--- src/hdl/tmpl_fifo.sv ---
`default_nettype none
// ----------------------------------------------------------------------------
// tmpl_fifo: small synchronous queue
// Register-based first-in first-out queue with a fill count.
// ----------------------------------------------------------------------------
module tmpl_fifo #(
    parameter int WIDTH = 8,
    parameter int DEPTH = 2
) (
    input  wire logic             clk,
    input  wire logic             rst_n,
    input  wire logic             push,
    input  wire logic [WIDTH-1:0] wdata,
    input  wire logic             pop,
    output logic      [WIDTH-1:0] rdata,
    output logic                  full,
    output logic                  empty
);
    localparam int AW = $clog2(DEPTH);

    logic [WIDTH-1:0] mem_reg [DEPTH];
    logic [AW-1:0]    wptr_reg;
    logic [AW-1:0]    rptr_reg;
    logic [AW:0]      cnt_reg;

    assign full  = (cnt_reg == (AW+1)'(DEPTH));
    assign empty = (cnt_reg == '0);
    assign rdata = mem_reg[rptr_reg];

    always_ff @(posedge clk)
    begin
        if (push)
        begin
            mem_reg[wptr_reg] <= wdata;
        end
    end

    always_ff @(posedge clk or negedge rst_n)
    begin
        if (!rst_n)
        begin
            wptr_reg <= '0;
            rptr_reg <= '0;
            cnt_reg  <= '0;
        end
        else
        begin
            if (push)
            begin
                wptr_reg <= (wptr_reg == AW'(DEPTH - 1)) ? '0 : wptr_reg + 1'b1;
            end
            if (pop)
            begin
                rptr_reg <= (rptr_reg == AW'(DEPTH - 1)) ? '0 : rptr_reg + 1'b1;
            end
            if (push && !pop)
            begin
                cnt_reg <= cnt_reg + 1'b1;
            end
            else if (pop && !push)
            begin
                cnt_reg <= cnt_reg - 1'b1;
            end
        end
    end

    // The fill count never passes the depth.
    a_cnt_bound: assert property (@(posedge clk) disable iff (!rst_n)
        cnt_reg <= (AW+1)'(DEPTH))
        else $error("queue fill count above depth");

    // The users never write a full queue unless a read of the queue comes with the write.
    a_no_overflow: assert property (@(posedge clk) disable iff (!rst_n)
        push |-> (!full || pop))
        else $error("write into a full queue");

    // A lone read lowers the count by one.
    a_pop_count: assert property (@(posedge clk) disable iff (!rst_n)
        (pop && !push) |=> (cnt_reg == $past(cnt_reg) - 1'b1))
        else $error("queue count did not follow a read");

endmodule
`default_nettype wire

--- config.mk ---
export PLATFORM = sky130hd
export DESIGN_NAME = tmpl_fifo
export DESIGN_NICKNAME = d
export VERILOG_FILES = /design/src/hdl/tmpl_fifo.sv
export SDC_FILE = /design/constraint.sdc
export NUM_CORES = 1
export LEC_CHECK = 0
export BUFFER_PORTS_ARGS = -buffer_cell sky130_fd_sc_hd__buf_2
export CAP_MARGIN = 15
export CORE_MARGIN = 2
export CORE_UTILIZATION = 48
export CTS_CLUSTER_DIAMETER = 150
export DETAILED_ROUTE_END_ITERATION = 8
export PLACE_DENSITY = 0.84
export RECOVER_POWER = 100
export SLEW_MARGIN = 20
export SYNTH_ARGS = -nofsm -noshare
export SYNTH_HDL_FRONTEND = slang
export SYNTH_SLANG_ARGS = --single-unit
--- constraint.sdc ---
create_clock -name clk -period 1.35 [get_ports clk]
set_input_delay 0.135 -clock clk [delete_from_list [all_inputs] [get_ports clk]]
set_output_delay 0.135 -clock clk [all_outputs]
set_load 0.05 [all_outputs]
After elaboration in Yosys (flattened, before gate mapping)
Memory sizes are Yosys's and may differ from the RTL's.
Cells that the tools add are included.

word-level totals
  word-level logic and storage cells = 21
  flip-flop bits (word level) = 4
  input bits = 12
  memory bits (writable) = 16
  memories = 1
  output and inout bits = 10

memory list
  name     depth  bits a word  rd ports  clocked after memory_dff  write ports  line  source
  mem_reg  2      8            1         0                         1            21    logic [WIDTH-1:0] mem_reg [DEPTH];

operators by class
  eq/ne operators = 1
  add/subtract/negate cells = 4
  reduce and logical (&&, ||, !) cells = 6
  multiplexer cells = 6

operators by type and width
  operator                                           count
  two-way mux 1 bit                                  4
  two-way mux 2 bit                                  2
  adder 1 bit (second input constant)                2
  adder 2 x 1 -> 2 bit (second input constant)       1
  == test 2 bit (second input constant)              1
  logical AND 1 bit                                  2
  zero test 1 bit                                    2
  zero test 2 bit                                    1
  nonzero test 2 bit                                 1
  subtractor 2 x 1 -> 2 bit (second input constant)  1

Logic depth before layout (Yosys ltp)
  word-level depth = 4
  mapped depth = 5
  mapped depth without buffers = 5

Worst setup path before layout
Ideal clock, no wire load.

  kind = register to output
  start point = register cnt_reg[0]
  end point = output empty
  setup slack = 160 ps
  buffers on the path = 0
  required time = 1215 ps
  cell stages (with the launch flop) = 2
  data arrival time = 1055 ps
  cell sequence = dfrtp_1 nor2_1

between the ends
  word-level cells in the longest chain between the ends = 1

RTL lines
  item                    line  source
  from (decl)             24    logic [AW:0] cnt_reg;
  from (signal assigned)  58    cnt_reg <= cnt_reg + 1'b1;
  from (signal assigned)  62    cnt_reg <= cnt_reg - 1'b1;
  zero test 2 bit         27    assign empty = (cnt_reg == '0);
  to (decl)               17    output logic empty

No other way between the ends.

Worst setup path in the final report
  start point = register rptr_reg
  end point = output rdata[7]

between the ends
  word-level cells in the longest chain between the ends = 1

RTL lines
  item                    line  source
  from (decl)             23    logic [AW-1:0] rptr_reg;
  from (signal assigned)  54    rptr_reg <= (rptr_reg == AW'(DEPTH - 1)) ? '0 : rptr_reg + 1'b1;
  memory (2 x 8 bit)      -
  to (decl)               15    output logic [WIDTH-1:0] rdata,

No other way between the ends.

==> impl_metrics.yaml <==
floorplanning:
  ios: 22
  die-width_um: 44.1
  dieArea_um2: 1940
  initial_core_util: 0.512
  core_area_um2: 1510
  rows: 14
  fp.dieH_um: 44.1
critical_path:
  crit_path_end_kind: "output pin"
  cp_slowest_cell: "dfrtp_2"
  cpPeakStageDelay_ns: 0.37
  ff2ff_setup_slack_ns: 0.10
  crit_path_end: "rdata[7]"
  path_class: "flop to output pin"
  r2r_start: "wptr_reg"
  startpoint: "rptr_reg"
  rr_worst_depth: 2
  cp.required_ns: 1.22
  worstPathCellList: "buf_4, mux2_2, buf_6"
  regToRegEndpoint: "mem_reg[0][5]"
  path_max_fanout: 5
  start_kind: "flop"
  critical_path_arrival_ns: 1.29
grt:
  grt_pass1_wl_um: 1800
  grt_overflow_total: 0
  track_usage: 0.143
  grt_pass1_vias: 442
  grt_max_degree: 12
  antenna_found_initial: 0
logic_synthesis:
  synth_seq_cells: 20
  yosysWarnings: 0
  yosys-top-cells-area: "edfxtp_1, dfrtp_1, mux2_2"
  synth_cells: 41
  synth.distinct_cells: 12
  ys_seq_area_frac: 0.753
  syn_area_per_cell_um2: 18.8
  yosys.area.top_type: "edfxtp_1"
  yosysTopAreaCellShare: 0.623
  netlist_area_um2: 771
  synth_nets: 54
placed_design:
  place.port_buffers: 21
  place_congestion: 0.726
  post_dp_cell_area_um2: 892
  dpl_worst_slack_ns: 0.0772
final_layout:
  areaGrowthSynthToFinish_pct: 29.7
  largest_reg_flops: 16
  nets: 83
  antenna_cells: 0
  final_area_um2: 1000
  layout_common_cells: "edfxtp_1, mux2_2, buf_2, buf_6"
  final_layout_size_suffix_gt1_frac: 0.493
  layout_commonest_cell: "edfxtp_1"
timing:
  hold_violations: 0
  fin_skew_ns: 0.000487
  rsz0062_at_grt: "true"
  fin_ws_ns: -0.0753
  finalSetupTns_ns: -0.542
  finalSetupViolCount: 8
  period_needed_ns: 1.43
  whs_ns: 0.0297
  post-route-period-util: 1.06
  slew_viol_final: 0
  worst_pin_slew_ns: 0.522
  max-slew-margin-rel: 0.652
  timing.fmax_mhz: 702
drt:
  vias: 416
  vias_per_cell: 4.89
  ant_nets: 0
  wl_per_cell_um: 13.1
  dr.pass1.iters: 4
  drt_iter0_drc: 5
  routed_wirelength_um: 1120
  drc_errors: 0
job:
  cap_violations: 0
pwr:
  power.density_nw_per_um2: 2390
  vdd_drop_max_mv: 1.11
  p_leak_nw: 0.403
clocking:
  cts_tree: "built"
  htree_levels: 1
  cts.sinks: 20
  clk_pin_slew_ns: 0.10
  cts_buffers: 3
  root_buffer: "clkbuf_4"
  clockBufferDepth: 2
  insertion_delay_ns: 0.28
run_status:
  status: "finished, violations left"
  violations: "negative setup slack"
hold_path:
  hold_class: "input port to flop"
==> synth_stat cells <==
master    number
edfxtp_1      16
mux2_2         8
dfrtp_1        4
xor2_1         4
nor2_1         2
and2_1         1
and2b_2        1
buf_6          1
ha_1           1
inv_1          1
nor2b_1        1
xnor2_1        1
==> through the flow <==
| step | std cells | utilization | total power [mW] |
|---|---|---|---|
| after floorplan | 41 | - | 1.72 |
| after global placement | 78 | 0.592 | 1.87 |
| after detailed placement | 78 | 0.592 | 1.89 |
| after CTS | 85 | 0.667 | 2.42 |
| after global routing | 85 | 0.664 | 2.51 |
| final | 85 | 0.664 | 2.39 |
==> critical path, delay by kind of cell, from the launching register on <==
kind	cells	cell delay, ns
flip-flops	1	0.37
multiplexers	1	0.34
buffers and inverters	2	0.29
==> area by class of cell <==
class                           instances  area [um2]
Tap cell                               16        20.0
Fill cell                             119         507
Timing Repair Buffer                   25         183
Inverter                                1        3.75
Sequential cell                        20         582
Multi-Input combinational cell         19         175
Clock buffer                            4        36.3
==> routing by layer <==
layer  routed length [um]  vias up  GRT usage  share of wire
met2                  608        9      0.224           0.54
met5                    0        -          0              0
met4                   34        0      0.145          0.030
met3                   33        2     0.0367          0.030
met1                  440      200      0.152           0.39
li1                     -      205          -              -
==> power by group <==
| part | internal [mW] | switching (mW) |
|---|---|---|
| clock | 0.164 | 0.163 |
| sequential | 0.841 | 0.0702 |
| combinational | 0.443 | 0.709 |
==> kinds of logic (layout without fill, tap and decap cells) <==
logic type,count (synthesis),after routing,synth area share
buffers and inverters,2,30,0.0195
and+or+nand+nor,5,5,0.0374
muxes,8,8,0.117
adders and majority gates,1,1,0.0162
xor gates and xnor gates,5,5,0.0568
DFF,20,20,0.753
==> how the worst min path moves through the flow <==
stage	start	slack, ns	to	cells past startpoint
floorplan	rst_n	-0.16	cnt_reg[0]	0
global placement	rst_n	-0.06	cnt_reg[0]	1
detailed placement	rst_n	-0.06	cnt_reg[1]	1
CTS	wdata[1]	0.02	mem_reg[1][1]	1
global route	wdata[3]	0.005	mem_reg[1][3]	1
finish	wdata[7]	0.03	mem_reg[0][7]	1
==> what timing repair did <==
item	in CTS	in global routing
endpoints found under the hold margin	4	0
setup endpoints to repair	8	9
hold buffers	1	0
gates resized for setup	19	1
setup buffers	2	0
Note: power is estimated with default switching activity, not from simulation.
