**config.mk**
```make
export PLATFORM = sky130hd
export DESIGN_NAME = tmpl_front
export DESIGN_NICKNAME = d
export VERILOG_FILES = /design/src/hdl/tmpl_pkg.sv /design/src/hdl/tmpl_fifo.sv /design/src/hdl/tmpl_front.sv
export SDC_FILE = /design/constraint.sdc
export NUM_CORES = 1
export LEC_CHECK = 0
export BUFFER_PORTS_ARGS = -buffer_cell sky130_fd_sc_hd__buf_2
export CAP_MARGIN = 20
export CORE_UTILIZATION = 55
export DETAILED_ROUTE_END_ITERATION = 8
export GPL_TIMING_DRIVEN = 0
export PLACE_DENSITY = 0.76
export REMOVE_ABC_BUFFERS = 1
export SLEW_MARGIN = 25
export SYNTH_ARGS = -nofsm -noshare
export SYNTH_HDL_FRONTEND = slang
export SYNTH_SLANG_ARGS = --single-unit
```
**constraint.sdc**
```tcl
create_clock -name clk -period 8.09 [get_ports clk]
set_clock_uncertainty 0.05 [all_clocks]
set_input_delay 0.809 -clock clk [delete_from_list [all_inputs] [get_ports clk]]
set_output_delay 0.809 -clock clk [all_outputs]
set_load 0.005 [all_outputs]
```
**src/hdl/tmpl_pkg.sv**
```systemverilog
`default_nettype none
// ----------------------------------------------------------------------------
// tmpl_pkg: shared types and codes of the triangle mesh point locator
// Command word layout, result word layout and the item mode codes.
// ----------------------------------------------------------------------------
package tmpl_pkg;

    localparam logic [1:0] MODE_VTX = 2'd0;
    localparam logic [1:0] MODE_TRI = 2'd1;
    localparam logic [1:0] MODE_LOC = 2'd2;

    localparam int SLOT_W  = 10;
    localparam int COORD_W = 16;
    localparam int CNT_W   = 11;

    typedef struct packed {
        logic [1:0]         mode;
        logic [SLOT_W-1:0]  slot;
        logic [COORD_W-1:0] coord_x;
        logic [COORD_W-1:0] coord_y;
        logic [SLOT_W-1:0]  corner_a;
        logic [SLOT_W-1:0]  corner_b;
        logic [SLOT_W-1:0]  corner_c;
    } cmd_t;

    typedef struct packed {
        logic              found;
        logic [SLOT_W-1:0] triangle_index;
    } res_t;

endpackage
`default_nettype wire

```
**src/hdl/tmpl_fifo.sv**
```systemverilog
`default_nettype none
// ----------------------------------------------------------------------------
// tmpl_fifo: small synchronous queue
// Register-based first-in first-out queue with a fill count.
// ----------------------------------------------------------------------------
module tmpl_fifo #(
    parameter int WIDTH = 8,
    parameter int DEPTH = 2
) (
    input  wire logic             clk,
    input  wire logic             rst_n,
    input  wire logic             push,
    input  wire logic [WIDTH-1:0] wdata,
    input  wire logic             pop,
    output logic      [WIDTH-1:0] rdata,
    output logic                  full,
    output logic                  empty
);
    localparam int AW = $clog2(DEPTH);

    logic [WIDTH-1:0] mem_reg [DEPTH];
    logic [AW-1:0]    wptr_reg;
    logic [AW-1:0]    rptr_reg;
    logic [AW:0]      cnt_reg;

    assign full  = (cnt_reg == (AW+1)'(DEPTH));
    assign empty = (cnt_reg == '0);
    assign rdata = mem_reg[rptr_reg];

    always_ff @(posedge clk)
    begin
        if (push)
        begin
            mem_reg[wptr_reg] <= wdata;
        end
    end

    always_ff @(posedge clk or negedge rst_n)
    begin
        if (!rst_n)
        begin
            wptr_reg <= '0;
            rptr_reg <= '0;
            cnt_reg  <= '0;
        end
        else
        begin
            if (push)
            begin
                wptr_reg <= (wptr_reg == AW'(DEPTH - 1)) ? '0 : wptr_reg + 1'b1;
            end
            if (pop)
            begin
                rptr_reg <= (rptr_reg == AW'(DEPTH - 1)) ? '0 : rptr_reg + 1'b1;
            end
            if (push && !pop)
            begin
                cnt_reg <= cnt_reg + 1'b1;
            end
            else if (pop && !push)
            begin
                cnt_reg <= cnt_reg - 1'b1;
            end
        end
    end

    // The fill count never passes the depth.
    a_cnt_bound: assert property (@(posedge clk) disable iff (!rst_n)
        cnt_reg <= (AW+1)'(DEPTH))
        else $error("queue fill count above depth");

    // The users never write a full queue unless a read of the queue comes with the write.
    a_no_overflow: assert property (@(posedge clk) disable iff (!rst_n)
        push |-> (!full || pop))
        else $error("write into a full queue");

    // A lone read lowers the count by one.
    a_pop_count: assert property (@(posedge clk) disable iff (!rst_n)
        (pop && !push) |=> (cnt_reg == $past(cnt_reg) - 1'b1))
        else $error("queue count did not follow a read");

endmodule
`default_nettype wire

```
**src/hdl/tmpl_front.sv**
```systemverilog
`default_nettype none
// ----------------------------------------------------------------------------
// tmpl_front: input side of the point locator
// Accepts words, drops those that do nothing and queues the rest as commands.
// ----------------------------------------------------------------------------
module tmpl_front #(
    parameter int MAX_VERTICES  = 1024,
    parameter int MAX_TRIANGLES = 1024
) (
    input  wire logic           clk,
    input  wire logic           rst_n,
    input  wire logic           push,
    output logic                full,
    input  wire tmpl_pkg::cmd_t in_cmd,
    input  wire logic           cmd_pop,
    output tmpl_pkg::cmd_t      cmd,
    output logic                cmd_empty
);
    import tmpl_pkg::*;

    localparam logic [16:0] VTX_LIM = 17'(MAX_VERTICES);
    localparam logic [16:0] TRI_LIM = 17'(MAX_TRIANGLES);

    logic        keep;
    logic        q_push;
    logic [16:0] slot_ext;

    // Writes aimed past a store and unused modes leave no trace, so they
    // never enter the queue.
    assign slot_ext = {7'b0, in_cmd.slot};

    always_comb
    begin
        case (in_cmd.mode)
            MODE_VTX: keep = (slot_ext < VTX_LIM);
            MODE_TRI: keep = (slot_ext < TRI_LIM);
            MODE_LOC: keep = 1'b1;
            default:  keep = 1'b0;
        endcase
    end

    assign q_push = push && !full && keep;

    tmpl_fifo #(
        .WIDTH($bits(cmd_t)),
        .DEPTH(4)
    ) u_cmd_q (
        .clk  (clk),
        .rst_n(rst_n),
        .push (q_push),
        .wdata(in_cmd),
        .pop  (cmd_pop),
        .rdata(cmd),
        .full (full),
        .empty(cmd_empty)
    );

endmodule
`default_nettype wire

```
### After elaboration in Yosys (flattened, before gate mapping)

Memories as Yosys holds them, arrays and structs flattened.
Cells that the tools add are included.

* flip-flop bits (word level): 7
* bits in writable memories: 296
* bits of input ports: 78
* logic and storage cells: 32
* memories: 1

Memory list
* u_cmd_q.mem_reg: depth 4, bits a word 74, read ports 1, clocked after Yosys merged registers in 0, write ports 1, RTL line tmpl_fifo.sv:21 `logic [WIDTH-1:0] mem_reg [DEPTH];`

* add/sub/neg operators: 4
* order comparisons: 1
* equality and inequality tests: 5
* mux-type cells: 7
* reductions and logical operators: 11

Operators by type and width (number)
* 10-bit by 11-bit < comparator with 1-bit output, second input constant: 1
* 2-bit equality test, second input constant: 3
* 3-bit 2-to-1 mux: 2
* 2-bit by 1-bit adder with 2-bit output, second input constant: 2
* 1-bit logical AND: 4
* 2-bit 2-to-1 mux: 2
* 3-bit by 1-bit adder with 3-bit output, second input constant: 1
* 3-bit equality test, second input constant: 1
* 1-bit zero test: 3
* 3-bit zero test: 1
* 3-bit by 1-bit subtractor with 3-bit output, second input constant: 1
* 2-bit by 1-bit equality test with 1-bit output, second input constant: 1
* 2-bit zero test: 1
* 1-bit 2-to-1 mux: 2
* 1-bit case mux with 2 select lines: 1
* 2-bit nonzero test: 1
* 2-bit OR reduction: 1

### Logic depth before layout (Yosys ltp)

Gate-level depths: netlist of run 1.

* depth in word-level cells: 8
* mapped depth: 8
* depth with buffers taken out: 8

### By module

A second synthesis of run 1 with hierarchy kept.

* cells, all modules: 426
* area, all modules: 11149.4 um2

Modules (own cells, without submodules)
* tmpl_fifo: times used 1, cells an instance 424, area each 11133.2 um2, sequential area each 9063.7 um2
* tmpl_front: times used 1, cells an instance 2, area each 16.3 um2, sequential area each 0.0 um2

### Worst setup path before layout of run 1

Ideal clock, no wire load.

* path type: in2reg
* start: input in_cmd[72] in the netlist's numbering
* end: memory u_cmd_q.mem_reg[0][0] in the netlist's numbering, enable pin
* setup time: 440 ps
* arrival time: 2910 ps
* data required time: 7600 ps
* slack: 4690 ps
* stages: 2
* cell sequence: a211oi_4 and2_1

* longest elaborated chain between the ends: 6

RTL lines
* start: declaration: RTL line tmpl_front.sv:14 `input wire tmpl_pkg::cmd_t in_cmd,`
* 2-bit by 1-bit equality test with 1-bit output or 2-bit zero test (tied branches): RTL line tmpl_front.sv:34 `case (in_cmd.mode)`
* 2-bit OR reduction (no line)
* 1-bit case mux with 2 select lines *: RTL line tmpl_front.sv:34
* 1-bit logical AND *: RTL line tmpl_front.sv:42 `assign q_push = push && !full && keep;`
* 1-bit 2-to-1 mux *: RTL line tmpl_fifo.sv:32 `if (push)`
* 1-bit 2-to-1 mux (not written as such) *: RTL line tmpl_fifo.sv:34 `mem_reg[wptr_reg] <= wdata;`
* end: declaration: RTL line tmpl_fifo.sv:21

Mark *: on every way between the ends. The rest lies on a longest branch, timed or not.

==> out/qor.csv, run 1 <==
metric,value,unit
Largest register FFs,296,
post-CTS sizing,0,
vias,4881,
CP cell instances,buf_16 > mux4_2 > buf_2,
ANT nets after route,0,
CP max stage delay,740,ps
cts bufs inserted,29,
worst skew pair latency,520,ps
WS Path Type,reg2out,
RSZ-0062 raised after global routing,false,
vias in the first global route,5181,
share of cells above drive strength 1,46.7,%
#FFs+latches synth,303,
Clock Tree Buf Depth,3,
clk root buf,clkbuf_16,
Reg2Reg Depth,5,
Routed wire per std cell,21.2,um
Final Wtd Congestion,0.694,
hold_ws,56.1,ps
final setup violation count,0,
pwr/cell area,347,nW/um^2
die height,144,um
"CTS clk-pin slew, worst paths",60,ps
final core occ,67.7,%
Syn Inst Count,424,
DRT Pass-1 Iters,4,
synthesized cell area,11200,sq um
internal reg-to-reg setup slack,5750,ps
Area contributors post-synth,"edfxtp_1, mux4_2, dfrtp_1",
fraction of registers with async set/reset,2.31,%
Post-Route WL,18.9,mm
slew at the pin closest to its max-slew limit,490,ps
Inst Count DP,837,
Final Hold Fails,0,
CTS tree,yes,
R2R Path Start,u_cmd_q.cnt_reg[2],
# nets final,688,
arrival time at the worst endpoint,2310,ps
Synth Warn #,0,
final cycle utilization of the critical path,39.2,%
Max VDD drop,202,uV
share of the synthesized area in the top cell type,79.6,%
max_slew headroom,67.4,%
Core ar.,19700,sq um
Ports,154,
CP required,7230,ps
Setup Buffers After CTS,0,
Via density,5.47,
max-cap violations,0,
Yosys top cell by area,edfxtp_1,
DP HPWL,11.7,mm
critical path's slowest cell,dfrtp_4,
most common cell in the netlist,edfxtp_1,
final max-slew violation count,0,
CP max FO,29,
hold_buf cts,0,
Non-Filler Instances,892,
commonest cells in the synthesized netlist,"edfxtp_1, mux4_2, dfrtp_1, buf_2, ha_1",
Post-synth EDFFs,296,
FMAX,315,MHz
sequential fraction of the synthesis area,81.2,%
GRT overflow,0,
layout filler cell count,1300,
DRC viols,0,
Initial Util,56.8,%
"Area growth, synth to finish",19.2,%
min-delay worst type,in2async,
Total GRT Usage,18.8,%
Tot Pwr,4.62,mW
largest net degree at the start of global routing,32,
I/O Buffers,153,
Worst R2R End,u_cmd_q.mem_reg[1][33],
clk sinks,303,
Syn Area/Cell,26.3,sq um
# rows,51,
crit path launch type,register,
first-pass GRT wire length,28.7,mm
TNS Setup,0,ps
Pleak,4.56,nW
Worst setup EP type,output pin,
Synth cell types,21,
outcome,finished clean,
"Primary FF master, synth",edfxtp_1,
area of the die,20900,sq um
H-Tree Depth,1,
First DRT Iteration DRCs,299,
die width,144,um
initial antenna violation count,1,
Final min period,3170,ps
report_power, final:
part	leakage, nW	internal, mW	switching [mW]
Sequential	2.78	2.00	0.123
Combinational	1.31	0.641	0.537
Clock	0.463	0.780	0.537
cells in the final DEF, fill, tap and decap left out:
cell type / n
mux2_1: 2
inv_6: 2
clkbuf_1: 1
xor2_1: 2
clkinv_1: 10
diode_2: 2
dfrtp_4: 2
mux2_2: 3
ha_1: 6
buf_16: 1
edfxtp_1: 296
mux4_2: 74
bufinv_16: 4
nor2_1: 3
clkbuf_16: 29
inv_1: 5
nor3_1: 1
a211oi_4: 1
fa_1: 1
clkinvlp_4: 1
and2_4: 4
xnor2_1: 1
clkinv_2: 6
buf_12: 11
nor3b_2: 1
buf_2: 153
dfrtp_1: 5
critical path, delay by kind of cell, from the launching register on:
family	cells	cell delay (ps)
buffers and inverters	2	440
multiplexers	1	570
flip-flops	1	740
per-layer routing:
metal / global-route usage [%] / part of all wire (%) / up-vias / wire length, um
met5: 0 / 0 / - / 0
met4: 5.04 / 1.6 / 0 / 310
met3: 4.04 / 6.3 / 27 / 1200
met2: 32.3 / 51 / 140 / 9670
met1: 24.3 / 41 / 2527 / 7720
li1: - / - / 2187 / -
per-stage QoR:
| step | setup WS (ps) | instance area [sq um] |
|---|---|---|
| floorplan | 3600 | 11000 |
| global placement | 2210 | 12100 |
| detailed placement | 5330 | 12400 |
| CTS | 4840 | 13300 |
| global route | 4770 | 13300 |
| finish | 4920 | 13300 |
worst max-delay path by stage:
stage	start	endpoint	slack, ps	depth (start not counted)
2_1_floorplan	u_cmd_q.rptr_reg[0]	cmd[0]	3600	1
3_3_place_gp	u_cmd_q.rptr_reg[0]	cmd[16]	2210	2
3_5_place_dp	in_cmd[72]	u_cmd_q.mem_reg[1][63]	5330	5
4_1_cts	u_cmd_q.rptr_reg[0]	cmd[36]	4840	3
5_1_grt	u_cmd_q.rptr_reg[0]	cmd[36]	4770	3
6_report	u_cmd_q.rptr_reg[0]	cmd[36]	4920	3
cell families after synthesis:
| logic type | synth area share [%] |
|---|---|
| xor gates and xnor gates | 0.235 |
| and+or+nand+nor | 0.482 |
| muxes | 15.4 |
| adders and majority gates | 0.852 |
| DFF | 81.2 |
| buffers and inverters | 1.66 |
| AOI/OAI and AO/OA | 0.179 |
area by class of cell:
cell class | instances | area [sq um] | area share, %
inverters | 5 | 18.8 | 0.141
clock inverters | 23 | 213 | 1.60
flip-flops and latches | 303 | 9070 | 68.2
well taps | 265 | 332 | 2.49
repair buffers | 165 | 1010 | 7.61
multi-input cells | 99 | 1930 | 14.5
clock buffers | 30 | 729 | 5.48
diodes | 2 | 5.00 | 0.0376
(Power assumes the default switching activity.)
==> run 2: changes to the inputs <==
--- a/config.mk
+++ b/config.mk
@@ -5,12 +5,13 @@
 export SDC_FILE = /design/constraint.sdc
 export NUM_CORES = 1
 export LEC_CHECK = 0
+export ABC_AREA = 1
 export BUFFER_PORTS_ARGS = -buffer_cell sky130_fd_sc_hd__buf_2
 export CAP_MARGIN = 20
 export CORE_UTILIZATION = 55
 export DETAILED_ROUTE_END_ITERATION = 8
 export GPL_TIMING_DRIVEN = 0
-export PLACE_DENSITY = 0.76
+export PLACE_DENSITY = 0.75
 export REMOVE_ABC_BUFFERS = 1
 export SLEW_MARGIN = 25
 export SYNTH_ARGS = -nofsm -noshare
==> constraint.sdc (replaced) <==
create_clock -name clk -period 3.06 [get_ports clk]
set_clock_uncertainty 0.05 [all_clocks]
set_input_delay 0.306 -clock clk [delete_from_list [all_inputs] [get_ports clk]]
set_output_delay 0.306 -clock clk [all_outputs]
set_load 0.005 [all_outputs]
==> out/qor.csv, run 2 <==
metric,value,unit,change
Max VDD drop,615,uV,was 202 uV
internal reg-to-reg setup slack,620,ps,was 5750 ps
share of cells above drive strength 1,18.7,%,was 46.7%
Worst setup EP type,output pin,,unchanged
Final Wtd Congestion,0.693,,was 0.694
R2R Path Start,u_cmd_q.cnt_reg[0],,was u_cmd_q.cnt_reg[2]
GRT overflow,0,,unchanged
clk sinks,303,,unchanged
Synth Warn #,0,,unchanged
Setup Buffers After CTS,0,,unchanged
initial antenna violation count,0,,was 1
final cycle utilization of the critical path,93.3,%,
Post-Route WL,22.3,mm,was 18.9 mm
most frequent cells in the layout,"edfxtp_1, nand2_1, inv_1",,"was edfxtp_1, buf_2, mux4_2"
sequential fraction of the synthesis area,74.7,%,was 81.2%
slew at the pin closest to its max-slew limit,713,ps,was 490 ps
fraction of registers with async set/reset,2.31,%,unchanged
Worst R2R End,u_cmd_q.mem_reg[0][45],,was u_cmd_q.mem_reg[1][33]
Clock Tree Buf Depth,3,,unchanged
Ports,154,,unchanged
Via density,5.11,,was 5.47
dpl cell area,13500,sq um,was 12400 sq um
"Area growth, synth to finish",25.2,%,was 19.2%
TNS Setup,0,ps,unchanged
ANT nets after route,0,,unchanged
vias,7437,,was 4881
Syn Area/Cell,13.1,sq um,was 26.3 sq um
WS Path Type,reg2out,,unchanged
area of the die,22600,sq um,was 20900 sq um
max_slew headroom,52.4,%,was 67.4%
Non-Filler Instances,1454,,was 892
critical path's slowest cell,dfrtp_4,,unchanged
CP max FO,40,,was 29
Final Hold Fails,0,,unchanged
DRC viols,0,,unchanged
Worst path most repeated cell,buf_12,,
hold path endpoint,u_cmd_q.wptr_reg[1],,
"CTS clk-pin slew, worst paths",60,ps,about the same
Register Area,9070,sq um,about the same
Area contributors post-synth,"edfxtp_1, o211ai_1, nand2_1",,"was edfxtp_1, mux4_2, dfrtp_1"
Synth cell types,19,,was 21
final core occ,71.3,%,was 67.7%
I/O Buffers,153,,unchanged
Total GRT Usage,20.2,%,was 18.8%
fin area,15200,sq um,was 13300 sq um
H-Tree Depth,1,,unchanged
Post-synth EDFFs,296,,unchanged
Reg2Reg Depth,6,,was 5
worst skew pair latency,530,ps,was 520 ps
commonest cells in the synthesized netlist,"edfxtp_1, nand2_1, inv_1, o211ai_1, buf_2",,"was edfxtp_1, mux4_2, dfrtp_1, buf_2, ha_1"
hold path depth,5,,
DRT Pass-1 Iters,7,,was 4
"most common cell after layout, fill and taps aside",edfxtp_1,,unchanged
FMAX,350,MHz,
"Primary FF master, synth",edfxtp_1,,unchanged
Initial Util,57.0,%,was 56.8%
synthesized cell area,12100,sq um,was 11200 sq um
Core ar.,21300,sq um,was 19700 sq um
DP HPWL,12.8,mm,was 11.7 mm
Yosys top cell by area,edfxtp_1,,unchanged
Largest register FFs,296,,unchanged
# diodes,0,,was 2
pwr/cell area,839,nW/um^2,was 347 nW/um^2
layout filler cell count,1354,,was 1300
die width,150,um,was 144 um
cts bufs inserted,30,,was 29
CP top delay family,buffers and inverters,,was flip-flops
Pleak,6.18,nW,was 4.56 nW
final max-slew violation count,0,,unchanged
CP required,2700,ps,was 7230 ps
#FFs+latches synth,303,,unchanged
# nets final,1240,,was 688
crit path launch type,register,,unchanged
RSZ-0062 raised after global routing,false,,unchanged
Routed wire per std cell,15.3,um,was 21.2 um
min-delay worst type,in2reg,,was in2async
WP buf/inv,4,,was 2
Final min period,2860,ps,
share of the synthesized area in the top cell type,73.3,%,was 79.6%
first-pass GRT wire length,35.1,mm,was 28.7 mm
HP Start,push,,
most common cell in the netlist,edfxtp_1,,unchanged
max-cap violations,0,,unchanged
# rows,53,,was 51
die height,150,um,was 144 um
multi-input logic area,2200,sq um,was 1930 sq um
clk root buf,clkbuf_16,,unchanged
outcome,finished clean,,unchanged
arrival time at the worst endpoint,2500,ps,was 2310 ps
vias in the first global route,7196,,was 5181
CP max stage delay,720,ps,was 740 ps
CTS tree,yes,,unchanged
Inst Count DP,1322,,was 837
Syn Inst Count,923,,was 424
CP cell instances,buf_12 > inv_6 > buf_12 > o211ai_1 > nand2_1 > buf_2,,was buf_16 > mux4_2 > buf_2
largest net degree at the start of global routing,141,,was 32
final setup violation count,0,,unchanged
First DRT Iteration DRCs,364,,was 299
-- run 2: cell types whose count changed in the layout (fill, tap and decap cells not counted), sizes merged, moves of 3 or more --
cell,previous run,this run
nor2,3,7
nand2,0,237
mux4,74,0
inv,7,164
dlygate4sd3,0,76
buf,165,172
mux2,5,0
and2,4,0
o211ai,0,148
clkbuf,30,38
nand3,0,3
-- run 2: what timing repair did --
action                                 CTS  global route
hold buffers                            76             0
resized for setup                        0             1
endpoints found under the hold margin  305             0
setup endpoints to repair                0            32
-- run 2: worst min-delay path, stage by stage --
cell     delay (ps)
buf_2            90
inv_1            40
a21oi_1          60
nand3_1          70
nand2_1          50
-- run 2: how the worst max path moves through the flow --
stage,start,endpoint,slack [ps],cells past startpoint
after floorplan,u_cmd_q.cnt_reg[0],u_cmd_q.mem_reg[0][0],-1320,4
after global placement,in_cmd[72],u_cmd_q.mem_reg[3][30],-4130,4
after detailed placement,in_cmd[72],u_cmd_q.mem_reg[0][11],530,6
after global routing,u_cmd_q.rptr_reg[1],cmd[48],70,6
after CTS,u_cmd_q.rptr_reg[1],cmd[24],70,6
final,u_cmd_q.rptr_reg[1],cmd[48],200,6
-- run 2: metal layers --
metal  GRT usage (%)  routed length (um)  vias to the layer above
li1                -                   -                     3686
met2            35.8               11200                      210
met1            24.9                9100                     3494
met4            6.21                 584                        0
met5               0                   0                        -
met3            3.94                1370                       47
-- run 2: area by class of cell --
class	count	share of cell area, %
well taps	275	2.27
clock buffers	38	5.28
repair buffers	248	13.2
clock inverters	18	0.906
flip-flops and latches	303	59.7
multi-input cells	408	14.5
inverters	164	4.14
-- run 2: cells by family (layout without fill, tap and decap cells) --
kind of cell	count (synthesis)	count (layout)	share of synthesized area [%]
DFF	303	303	74.7
adders and majority gates	7	7	0.784
AOI/OAI and AO/OA	151	151	9.29
and+or+nand+nor	249	249	7.77
xor gates and xnor gates	1	1	0.0722
buffers and inverters	212	468	7.35
-- run 2: report_power, final --
group	switching, mW	total [mW]	internal, mW
registers	0.272	5.51	5.24
logic	2.26	3.80	1.54
clock network	1.42	3.43	2.01
-- run 2: stage by stage --
step	power, mW	worst slack [ps]	hold WS [ps]
floorplan	7.65	-1320	-39.6
global placement	9.13	-4130	96.1
detailed placement	9.32	525	95.1
CTS	12.8	67.5	50.7
global route	13.5	66.6	86.4
finish	12.7	204	69.0
==> run 3: changes to the inputs <==
--- a/config.mk
+++ b/config.mk
@@ -5,13 +5,13 @@
 export SDC_FILE = /design/constraint.sdc
 export NUM_CORES = 1
 export LEC_CHECK = 0
-export ABC_AREA = 1
+export ABC_AREA = 0
 export BUFFER_PORTS_ARGS = -buffer_cell sky130_fd_sc_hd__buf_2
 export CAP_MARGIN = 20
 export CORE_UTILIZATION = 55
 export DETAILED_ROUTE_END_ITERATION = 8
 export GPL_TIMING_DRIVEN = 0
-export PLACE_DENSITY = 0.75
+export PLACE_DENSITY = 0.76
 export REMOVE_ABC_BUFFERS = 1
 export SLEW_MARGIN = 25
 export SYNTH_ARGS = -nofsm -noshare
==> out/qor.csv, run 3 (synthesized netlist as in run 1, its figures left out) <==
metric,value,unit,change
final cycle utilization of the critical path,87.5,%,was 93.3%
largest net degree at the start of global routing,32,,was 141
TNS Setup,0,ps,unchanged
vias,5213,,was 7437
vias in the first global route,5638,,was 7196
# rows,51,,was 53
CP max FO,29,,was 40
area of the die,20900,sq um,was 22600 sq um
cts bufs inserted,29,,was 30
Total GRT Usage,19.7,%,was 20.2%
I/O Buffers,153,,unchanged
pwr/cell area,875,nW/um^2,was 839 nW/um^2
max-cap violations,0,,unchanged
initial antenna violation count,2,,was 0
final max-slew violation count,0,,unchanged
first-pass GRT wire length,30.3,mm,was 35.1 mm
final setup violation count,0,,unchanged
DP HPWL,11.7,mm,was 12.8 mm
Ports,154,,unchanged
CTS tree,yes,,unchanged
fin area,14100,sq um,was 15200 sq um
post-CTS sizing,0,,unchanged
First DRT Iteration DRCs,365,,was 364
max_slew headroom,66.8,%,was 52.4%
Initial Util,56.8,%,was 57.0%
Final min period,2680,ps,was 2860 ps
worst skew pair latency,530,ps,about the same
"CTS clk-pin slew, worst paths",60,ps,about the same
Setup Buffers After CTS,0,,unchanged
Reg2Reg Depth,5,,was 6
slew at the pin closest to its max-slew limit,497,ps,was 713 ps
final core occ,71.6,%,was 71.3%
Routed wire per std cell,20.5,um,was 15.3 um
H-Tree Depth,1,,unchanged
RSZ-0062 raised after global routing,false,,unchanged
"Area growth, synth to finish",26.0,%,was 25.2%
min-delay worst type,in2async,,was in2reg
final worst setup slack,383,ps,was 204 ps
Pleak,4.87,nW,was 6.18 nW
Final Wtd Congestion,0.694,,was 0.693
DRC viols,0,,unchanged
outcome,finished clean,,unchanged
# nets final,764,,was 1240
arrival time at the worst endpoint,2320,ps,was 2500 ps
Largest register FFs,296,,unchanged
pre-CTS setup slack,701,ps,was 525 ps
die width,144,um,was 150 um
DRT Pass-1 Iters,4,,was 7
Max VDD drop,545,uV,was 615 uV
dpl cell area,12400,sq um,was 13500 sq um
clk root buf,clkbuf_16,,unchanged
crit path launch type,register,,unchanged
Via density,5.39,,was 5.11
CP required,2700,ps,about the same
most frequent cells in the layout,"edfxtp_1, buf_2, dlygate4sd3_1",,"was edfxtp_1, nand2_1, inv_1"
GRT overflow,0,,unchanged
ANT nets after route,0,,unchanged
FMAX,373,MHz,was 350 MHz
share of cells above drive strength 1,41.7,%,was 18.7%
"most common cell after layout, fill and taps aside",edfxtp_1,,unchanged
clk sinks,303,,unchanged
WS Path Type,reg2out,,unchanged
Post-Route WL,19.8,mm,was 22.3 mm
die height,144,um,was 150 um
hold_ws,107,ps,was 69.0 ps
Core ar.,19700,sq um,was 21300 sq um
Clock Tree Buf Depth,3,,unchanged
Worst setup EP type,output pin,,unchanged
Final Hold Fails,0,,unchanged
hold_buf cts,76,,unchanged
-- run 3: changes by cell type in the layout (fill, tap and decap cells not counted), sizes merged, moves of 3 or more --
cell	delta
clkbuf	-8
o211ai	-148
inv	-157
nand3	-3
nand2	-237
and2	+4
buf	-7
mux4	+74
nor2	-4
mux2	+5
-- run 3: final cells by class --
| cell class | count | area (sq um) |
|---|---|---|
| clock inverters | 23 | 213 |
| diodes | 2 | 5.00 |
| inverters | 5 | 18.8 |
| multi-input cells | 99 | 1930 |
| flip-flops and latches | 303 | 9070 |
| repair buffers | 241 | 1770 |
| fillers | 1222 | 5580 |
| clock buffers | 30 | 729 |
| well taps | 265 | 332 |
-- run 3: routing by layer --
layer  up-vias  global-route usage [%]  part of all wire (%)
met3        27                    3.81                   6.0
met5         -                       0                     0
li1       2340                       -                     -
met2       162                    34.7                    52
met1      2684                    25.1                    40
met4         0                    5.26                   1.6
-- run 3: path summary, 6_finish.rpt --
check | startpoint | to | slack [ps]
hold / removal | rst_n | u_cmd_q.cnt_reg[1] | 110
min in group clk | push | u_cmd_q.wptr_reg[1] | 220
hold reg to reg | u_cmd_q.cnt_reg[2] | u_cmd_q.cnt_reg[2] | 460
setup / recovery | u_cmd_q.rptr_reg[0] | cmd[36] | 380
setup reg to reg | u_cmd_q.cnt_reg[2] | u_cmd_q.mem_reg[1][33] | 730
max in group asynchronous | rst_n | u_cmd_q.rptr_reg[0] | 2680
-- run 3: power by group --
part	leakage [nW]	switching (mW)	internal [mW]
combinational	1.63	1.44	1.76
sequential	2.78	0.331	5.28
clock	0.463	1.43	2.06
total	4.87	3.21	9.10
-- run 3: critical path, cell delays in order, from the launching register on --
cell     delay (ps)
dfrtp_4         750
buf_16          290
mux4_2          570
buf_2           150
-- run 3: through the flow --
stage	instances	total power, mW
2_1_floorplan	407	7.58
3_3_place_gp	825	8.63
3_5_place_dp	837	8.91
4_1_cts	966	12.5
5_1_grt	968	12.9
6_report	968	12.3
